### config.mk
export PLATFORM = sky130hd
export DESIGN_NAME = sfla_seq
export DESIGN_NICKNAME = d
export VERILOG_FILES = /design/src/rtl/core/sfla_pkg.sv /design/src/rtl/core/sfla_seq.sv
export SDC_FILE = /design/constraint.sdc
export NUM_CORES = 1
export LEC_CHECK = 0
export ABC_AREA = 1
export BUFFER_PORTS_ARGS = -buffer_cell sky130_fd_sc_hd__buf_2
export CAP_MARGIN = 0
export CORE_AREA = 2 2 39 41
export DETAILED_ROUTE_END_ITERATION = 8
export DIE_AREA = 0 0 41 43
export SLEW_MARGIN = 25
export SYNTH_ARGS = -nofsm -noshare
export SYNTH_HDL_FRONTEND = slang
export SYNTH_SLANG_ARGS = --single-unit
### constraint.sdc
create_clock -name clock -period 1.8 [get_ports clock]
set_input_delay 0.36 -clock clock [delete_from_list [all_inputs] [get_ports clock]]
set_output_delay 0.36 -clock clock [all_outputs]
set_load 0.03 [all_outputs]
### src/rtl/core/sfla_pkg.sv
// Package for the slab free list allocator: sizes, codes, control types and
// the microprogram ROM. Depends on nothing.
`timescale 1ns / 1ps

package sfla_pkg;

   // Geometry
   localparam int OBJS_PER_SLAB = 128;
   localparam int MAX_SLABS     = 16;
   localparam int WORD_BYTES    = 8;

   localparam int SLOT_W     = $clog2(OBJS_PER_SLAB);
   localparam int SLAB_W     = $clog2(MAX_SLABS);
   localparam int COUNT_W    = $clog2(MAX_SLABS + 1);
   localparam int LINK_W     = $clog2(OBJS_PER_SLAB + 1);
   localparam int ADDR_W     = SLAB_W + SLOT_W;
   localparam int RAM_DEPTH  = MAX_SLABS * OBJS_PER_SLAB;
   localparam int WORD_SHIFT = $clog2(WORD_BYTES);

   // Field widths
   localparam int OBJ_W    = 13;
   localparam int STRIDE_W = OBJ_W + 1;
   localparam int PROD_W   = SLOT_W + STRIDE_W;
   localparam int OFF_W    = 20;
   localparam int STATUS_W = 2;

   // Head value that marks an empty free list
   localparam logic [LINK_W-1:0] LINK_EMPTY = '1;

   localparam logic [OBJ_W-1:0] OBJ_BYTES_RESET = OBJ_W'(8);

   typedef enum logic [STATUS_W-1:0] {
      ST_OK        = 2'd0,
      ST_EXHAUSTED = 2'd1,
      ST_BAD_FREE  = 2'd2
   } status_type;

   // Datapath operation selected by a control word
   typedef enum logic [2:0] {
      ACT_WAIT   = 3'd0,
      ACT_SELECT = 3'd1,
      ACT_TAKE   = 3'd2,
      ACT_POP    = 3'd3,
      ACT_OFFSET = 3'd4,
      ACT_FREE   = 3'd5,
      ACT_EMIT   = 3'd6
   } act_type;

   // Sequencing of the step counter
   typedef enum logic [2:0] {
      JMP_NEXT = 3'd0,   // step + 1
      JMP_GOTO = 3'd1,   // target
      JMP_REQ  = 3'd2,   // hold until a word is taken; free -> target
      JMP_EXH  = 3'd3,   // exhausted -> target, else step + 1
      JMP_OUT  = 3'd4    // hold while result register is full, then target
   } jump_type;

   localparam int STEP_W = 3;
   typedef logic [STEP_W-1:0] step_type;

   localparam step_type STEP_WAIT   = 3'd0;
   localparam step_type STEP_SELECT = 3'd1;
   localparam step_type STEP_TAKE   = 3'd2;
   localparam step_type STEP_POP    = 3'd3;
   localparam step_type STEP_OFFSET = 3'd4;
   localparam step_type STEP_FREE   = 3'd5;
   localparam step_type STEP_EMIT   = 3'd6;

   typedef struct packed {
      act_type  act;
      jump_type jmp;
      step_type target;
   } ucode_type;

   // Control passed from sequencer to datapath
   typedef struct packed {
      act_type act;
   } ctrl_type;

   // Condition flags passed from datapath to sequencer
   typedef struct packed {
      logic req_fire;
      logic req_func;
      logic exhausted;
      logic out_busy;
   } flags_type;

   // Microprogram
   function automatic ucode_type ucode_rom(input step_type step);
      ucode_type w;
      unique case (step)
         STEP_WAIT:   w = '{act: ACT_WAIT,   jmp: JMP_REQ,  target: STEP_FREE};
         STEP_SELECT: w = '{act: ACT_SELECT, jmp: JMP_EXH,  target: STEP_EMIT};
         STEP_TAKE:   w = '{act: ACT_TAKE,   jmp: JMP_NEXT, target: STEP_WAIT};
         STEP_POP:    w = '{act: ACT_POP,    jmp: JMP_NEXT, target: STEP_WAIT};
         STEP_OFFSET: w = '{act: ACT_OFFSET, jmp: JMP_GOTO, target: STEP_EMIT};
         STEP_FREE:   w = '{act: ACT_FREE,   jmp: JMP_GOTO, target: STEP_EMIT};
         STEP_EMIT:   w = '{act: ACT_EMIT,   jmp: JMP_OUT,  target: STEP_WAIT};
         default:     w = '{act: ACT_WAIT,   jmp: JMP_GOTO, target: STEP_WAIT};
      endcase
      return w;
   endfunction

endpackage

### src/rtl/core/sfla_seq.sv
// Microcode sequencer: step counter, control ROM and jump logic.
// Depends on sfla_pkg.
`timescale 1ns / 1ps

module sfla_seq import sfla_pkg::*; (
   input  logic      clock,
   input  logic      reset,
   input  flags_type flags,
   output ctrl_type  ctrl
);

   step_type  step_ff;
   step_type  step_in;
   ucode_type uword;

   assign uword    = ucode_rom(step_ff);
   assign ctrl.act = uword.act;

   // Next step
   always_comb begin
      step_in = step_ff;
      unique case (uword.jmp)
         JMP_NEXT: step_in = step_ff + 1'b1;
         JMP_GOTO: step_in = uword.target;
         JMP_REQ: begin
            if (flags.req_fire) begin
               step_in = flags.req_func ? uword.target : step_ff + 1'b1;
            end
         end
         JMP_EXH:  step_in = flags.exhausted ? uword.target : step_ff + 1'b1;
         JMP_OUT: begin
            if (!flags.out_busy) begin
               step_in = uword.target;
            end
         end
         default:  step_in = STEP_WAIT;
      endcase
   end

   always_ff @(posedge clock) begin
      if (reset) begin
         step_ff <= STEP_WAIT;
      end else begin
         step_ff <= step_in;
      end
   end

endmodule

Word-level counts from Yosys, hierarchy flattened
Index checks and enable logic that the tools add are counted.
{ "word_totals": {"inputBits": 6, "output_inout_bits": 3, "reg_bits": 3} }
{ "classes": {"n_reduce_logical": 3, "eq_ne": 12, "muxes": 6, "n_addsub": 1} }
{ "ops": {"columns": ["cell", "n"], "rows": [
  ["9-bit case mux with 7 select lines", 1],
  ["3-bit case mux with 5 select lines", 1],
  ["3-bit by 2-bit equality test with 1-bit output (second input constant)", 4],
  ["3-bit equality test (second input constant)", 4],
  ["3-bit two-way mux", 4],
  ["3-bit by 1-bit equality test with 1-bit output (second input constant)", 2],
  ["3-bit logical NOT", 2],
  ["2-bit != test (second input constant)", 2],
  ["3-bit by 1-bit adder with 3-bit output (second input constant)", 1],
  ["2-bit AND reduction", 1]
]} }

Longest topological paths before layout
Gate-level depths: netlist (run 1).
{ "logic_depth": {"word_depth": 5, "mapped_depth": 13, "depth_no_buf": 13} }

Worst setup path after synthesis (run 1)
OpenSTA, ideal clock, no wires.
{ "synth_timing": {"path_type": "flip-flop to output port", "from": "register step_ff[1]", "to": "output ctrl[2] in the netlist's numbering", "t_arrival_ps": 1668, "n_path_buf": 0, "required_ps": 1440, "path_slack_ps": -228, "stages_incl_launch_ff": 7, "path_cell_list": "dfxtp_1 > inv_1 > ha_1 > nor2_1 > nand2_1 > nor2_4 > a211oi_1"} }
{ "synth_rtl": {"columns": ["item", "line", "source"], "rows": [
  ["start, declared", "sfla_seq.sv:12", "step_type step_ff;"],
  ["start signal, assigned", "sfla_seq.sv:44", "step_ff <= step_in;"],
  ["end, declared", "sfla_seq.sv:9", "output ctrl_type ctrl"]
]} }

==> results of run 1 <==
critical path, stage by stage, from the launching register on:
cell and delay (ns):
dfxtp_4 0.35, buf_6 0.13, ha_4 0.17, nor2_4 0.12, nand2_2 0.07, nor2_4 0.12, a211oi_2 0.05, buf_4 0.17
final cells by class:
| class | count | area, um^2 | area share |
|---|---|---|---|
| multi-input cells | 65 | 468 | 0.616 |
| repair buffers | 15 | 108 | 0.142 |
| inverters | 16 | 70.1 | 0.0923 |
| flip-flops and latches | 3 | 67.6 | 0.0890 |
| clock buffers | 4 | 26.3 | 0.0346 |
| well taps | 16 | 20.0 | 0.0264 |
cell usage after synthesis (all sizes together):
library cell | number | area [um^2]
a211oi | 1 | 7.51
a21boi | 1 | 7.51
a21oi | 6 | 33.8
a22oi | 1 | 7.51
clkinv | 1 | 3.75
dfxtp | 3 | 60.1
ha | 6 | 75.1
inv | 15 | 58.8
nand2 | 25 | 129
nand3 | 10 | 60.1
nand4 | 1 | 6.26
nor2 | 7 | 36.3
nor3 | 1 | 5.00
o21ai | 5 | 28.8
or2 | 1 | 6.26
metal layers:
metal,vias to the layer above,routed length [um],global-route usage
met3,6,75,0.0681
met1,280,542,0.202
met2,25,688,0.291
met4,0,55,0.100
li1,307,-,-
met5,-,0,0
final timing paths:
check,startpoint,to
min reg2reg,step_ff[0],step_ff[0]
max,step_ff[0],ctrl[2]
min,reset,step_ff[0]
max reg2reg,step_ff[1],step_ff[0]
logic make-up (layout without fill, tap and decap cells):
logic type	after synthesis	count (layout)	synth area share
adder cells (fa/ha/maj)	6	6	0.143
flip-flops	3	3	0.114
AO/OA/AOI/OAI	14	14	0.162
AND/OR/NAND/NOR	45	45	0.462
buffers and inverters	16	35	0.119
power by group through the flow:
stage	logic, mW	clock network [mW]	registers (mW)
final	0.819	0.119	0.116
after detailed placement	0.674	0	0.101
after floorplan	0.522	0	0.100
after global routing	0.889	0.132	0.118
after CTS	0.774	0.123	0.107
after global placement	0.673	0	0.101
what timing repair did:
item	in CTS	in global routing
hold buffers	0	0
resized for setup	20	5
buffers inserted	2	2
setup endpoints to repair	3	3
pin swaps	2	4
==> out/metrics.yaml, run 1 <==
status: "complete, no violations"
cp.required_ns: 1.44
place.gp.congestion: 0.825
min_period_ns: 1.77
core_mm2: 0.00138
fin_skew_ns: 0.000127
ys_seq_area_frac: 0.114
detail_route.wl_per_cell_um: 11.4
final_common_cell: "nand2_1"
p_leak_nw: 0.378
drive_gt1_frac: 0.447
grt_pass1_vias: 544
yosysWarnings: 0
setup-tns-final_ns: 0
syn_area_um2: 526
dp_hpwl_mm: 1.05
final_cell_mix: "nand2_1, inv_1, nand3_1, buf_4"
ant_nets: 0
synth_cells: 84
hold_viol_final: 0
swShare: 0.514
cts_sinks: 3
grtUsageTotal: 0.185
placed_cell_area_um2: 613
worstSetupPathType: "register to output port"
ys_types: 25
cts_tree: "done"
pre_cts_ws_ns: 0.0598
largest_register_ffs: 3
viasPerCell: 5.19
fp.dieH_um: 43
end_kind: "output port"
rows: 14
grt_max_degree: 8
cp_max_fo: 4
clk_pin_slew_worst_paths_ns: 0.03
hp-class: "input port to register"
initial_core_util: 0.380
holdPathStages: 2
fillers: 131
io_pins: 9
final_area_um2: 759
r2r_slack_ns: 0.10
timing.hold.ws_ns: 0.303
num_antenna_cells: 0
tightest_slew_ns: 0.270
cts_buffers: 3
die-area_mm2: 0.00176
stdcell_count: 119
drt_pre_antenna_iters: 4
drt_wl_total_mm: 1.36
areaGrowthSynthToFinish_pct: 44.5
p_per_area_mw_per_mm2: 1390
switching_power_mw: 0.542
clockBufferDepth: 2
combPwrFrac: 0.777
drv_slew: 0
fp.dieW_um: 41
gr-total-overflow: 0
start_kind: "register"
top_regs: "step_ff (3)"
regMostFlops: "step_ff"
pwr-share-seq: 0.110
fmax_ghz: 0.564
irDropWorstVdd_mv: 0.529
r2r_cells: 14
fin_nets: 116
intPower_mw: 0.512
drv_cap: 0
first_iter_violations: 19
cts_max_level: 1
port_buffers: 8
cts_root_buf: "clkbuf_4"
post-route-util: 0.549
relSlewSlack: 0.819
clk_latency_ns: 0.24
setup-violations-final: 0
p_clk_frac: 0.113
antenna_found_initial: 0
syn_nets: 96
ys_seq_elements: 3
period_share: 0.986
grt_pass1_wl_mm: 2.19
fin_ws_ns: 0.0257
dp.cells: 111
drcViolationCount: 0
syn_avg_cell_area_um2: 6.26
fin_total_pwr_mw: 1.05
vias: 618
arrival_ns: 1.41
rsz0062_at_grt: "true"
No activity file was read; power rests on OpenSTA's default activity.
==> inputs of run 2 (changes only) <==
- REMOVE_ABC_BUFFERS: unset -> 1
- clock period: 1.8 -> 2.15 ns (I/O delays scaled with it)
==> out/metrics.yaml, run 2 (same netlist as run 1, synthesis figures left out) <==
status: "complete, no violations"  # unchanged
clk_latency_ns: 0.23  # was 0.24 ns
vias: 528  # was 618
drive_gt1_frac: 0.313  # was 0.447
crit_path_max_incr_delay_ns: 0.34  # was 0.35 ns
dp_hpwl_mm: 1.01  # was 1.05 mm
areaGrowthSynthToFinish_pct: 16.9  # was 44.5%
tightest_slew_ns: 0.305  # was 0.270 ns
final_cell_mix: "nand2_1, inv_1, nand3_1, buf_2, ha_1"  # was nand2_1, inv_1, nand3_1, buf_4
cts_setup_buffers: 0  # was 2
detail_route.wl_per_cell_um: 10.3  # was 11.4 um
critical_path.top_delay_family: "buffers and inverters"  # was flip-flops
period_share: 0.941
cp_max_fo: 7  # was 4
cts_hold_buf: 0  # unchanged
setup-violations-final: 0  # unchanged
rsz0062_at_grt: "false"  # was true
regMostFlops: "step_ff"  # unchanged
grt_use_met2: 0.259  # was 0.291
largest_register_ffs: 3  # unchanged
clk_pin_slew_worst_paths_ns: 0.04  # was 0.03 ns
ant_nets: 0  # unchanged
stdcell_count: 112  # was 119
cpMaxStageDelayCell: "dfxtp_2"  # was dfxtp_4
cts_buffers: 3  # unchanged
antenna_found_initial: 0  # unchanged
crit_buf_inv: 2  # unchanged
setup-tns-final_ns: 0  # unchanged
grt_pass1_wl_mm: 1.94  # was 2.19 mm
p_per_area_mw_per_mm2: 1160  # was 1390 mW/mm^2
hold_viol_final: 0  # unchanged
grt_pass1_vias: 482  # was 544
hp-class: "input port to register"  # unchanged
rows: 14  # unchanged
cts_root_buf: "clkbuf_4"  # unchanged
relSlewSlack: 0.796  # was 0.819
fp.dieH_um: 43  # unchanged
top_regs: "step_ff (3)"  # unchanged
clockBufferDepth: 2  # unchanged
end_kind: "output port"  # unchanged
grt_max_degree: 8  # unchanged
p_leak_nw: 0.333  # was 0.378 nW
start_kind: "register"  # unchanged
grtUsageMet1: 0.199  # was 0.202
cts_max_level: 1  # unchanged
io_pins: 9  # unchanged
drt_pre_antenna_iters: 4  # unchanged
die-area_mm2: 0.00176  # unchanged
cp.required_ns: 1.72  # was 1.44 ns
drcViolationCount: 0  # unchanged
num_antenna_cells: 0  # unchanged
drt_wl_total_mm: 1.15  # was 1.36 mm
cts_tree: "done"  # unchanged
grt.busiest_layer: "met2"  # unchanged
final_area_um2: 614  # was 759 um^2
first_iter_violations: 9  # was 19
place.gp.congestion: 0.765  # was 0.825
fin_nets: 109  # was 116
cts_sinks: 3  # unchanged
grtUsageTotal: 0.163  # was 0.185
arrival_ns: 1.59  # was 1.41 ns
worstSetupPathType: "register to output port"  # unchanged
placed_cell_area_um2: 586  # was 613 um^2
fmax_ghz: 0.494
post-route-util: 0.444  # was 0.549
viasPerCell: 4.71  # was 5.19
gr-total-overflow: 0  # unchanged
fp.dieW_um: 41  # unchanged
core_mm2: 0.00138  # unchanged
dp.cells: 108  # was 111
fin_skew_ns: 0.00159  # was 0.000127 ns
crit_chain: "inv_1 -> ha_1 -> nor2_1 -> nand2_1 -> nor2_4 -> a211oi_1 -> buf_2"  # was buf_6 -> ha_4 -> nor2_4 -> nand2_2 -> nor2_4 -> a211oi_2 -> buf_4
final_common_cell: "nand2_1"  # unchanged
gr-usage-met3: 0.0785  # was 0.0681
port_buffers: 8  # unchanged
initial_core_util: 0.380  # unchanged
drv_slew: 0  # unchanged
irDropWorstVdd_mv: 0.475  # was 0.529 mV
drv_cap: 0  # unchanged
min_period_ns: 2.02
run 2: final timing paths:
path              cells after the start          to       start  slack [ns]
setup / recovery                      7     ctrl[2]  step_ff[1]        0.13
hold reg to reg                       2  step_ff[0]  step_ff[0]        0.50
setup reg to reg                     13  step_ff[0]  step_ff[1]        0.49
hold / removal                        2  step_ff[0]       reset        0.38
run 2: worst reg2reg max path, stage by stage (launching register included):
cell,delay (ns)
dfxtp_2,0.37
inv_1,0.11
ha_1,0.25
inv_1,0.09
nand2_1,0.06
nor2_1,0.18
nand2_4,0.09
nand2_2,0.06
nand3_2,0.06
nand2_1,0.06
nand2_1,0.05
nand2_1,0.06
nand2_1,0.06
a21oi_2,0.10
run 2: per-stage QoR:
| step | setup slack, ns | hold WS, ns | power [mW] |
|---|---|---|---|
| after floorplan | 0.0516 | 0.483 | 0.516 |
| after global placement | 0.349 | 0.520 | 0.621 |
| after detailed placement | 0.284 | 0.524 | 0.621 |
| after CTS | 0.0278 | 0.381 | 0.723 |
| after global routing | 0.0110 | 0.381 | 0.796 |
| final | 0.126 | 0.384 | 0.714 |
run 2: where the power goes:
group / switching [mW] / internal [mW]
Clock: 0.0273 / 0.0694
Sequential: 0.0193 / 0.0717
Combinational: 0.339 / 0.187
Total: 0.385 / 0.329
run 2: routing by layer:
layer,wire [um],vias up
met1,541,223
met3,28,0
met4,0,0
met5,0,-
li1,-,297
met2,579,8
run 2: repair_timing:
item                       4_1_cts  5_1_grt
setup endpoints to repair        0        3
resized for setup                0        2
hold endpoints to repair         0        0
run 2: cell type report:
class                      count  area, um^2
timing repair buffer           8        40.0
multi-input combinational     65         403
sequential                     3        62.6
tap                           16        20.0
fill                         162         769
inverter                      16        62.6
clock buffer                   4        26.3
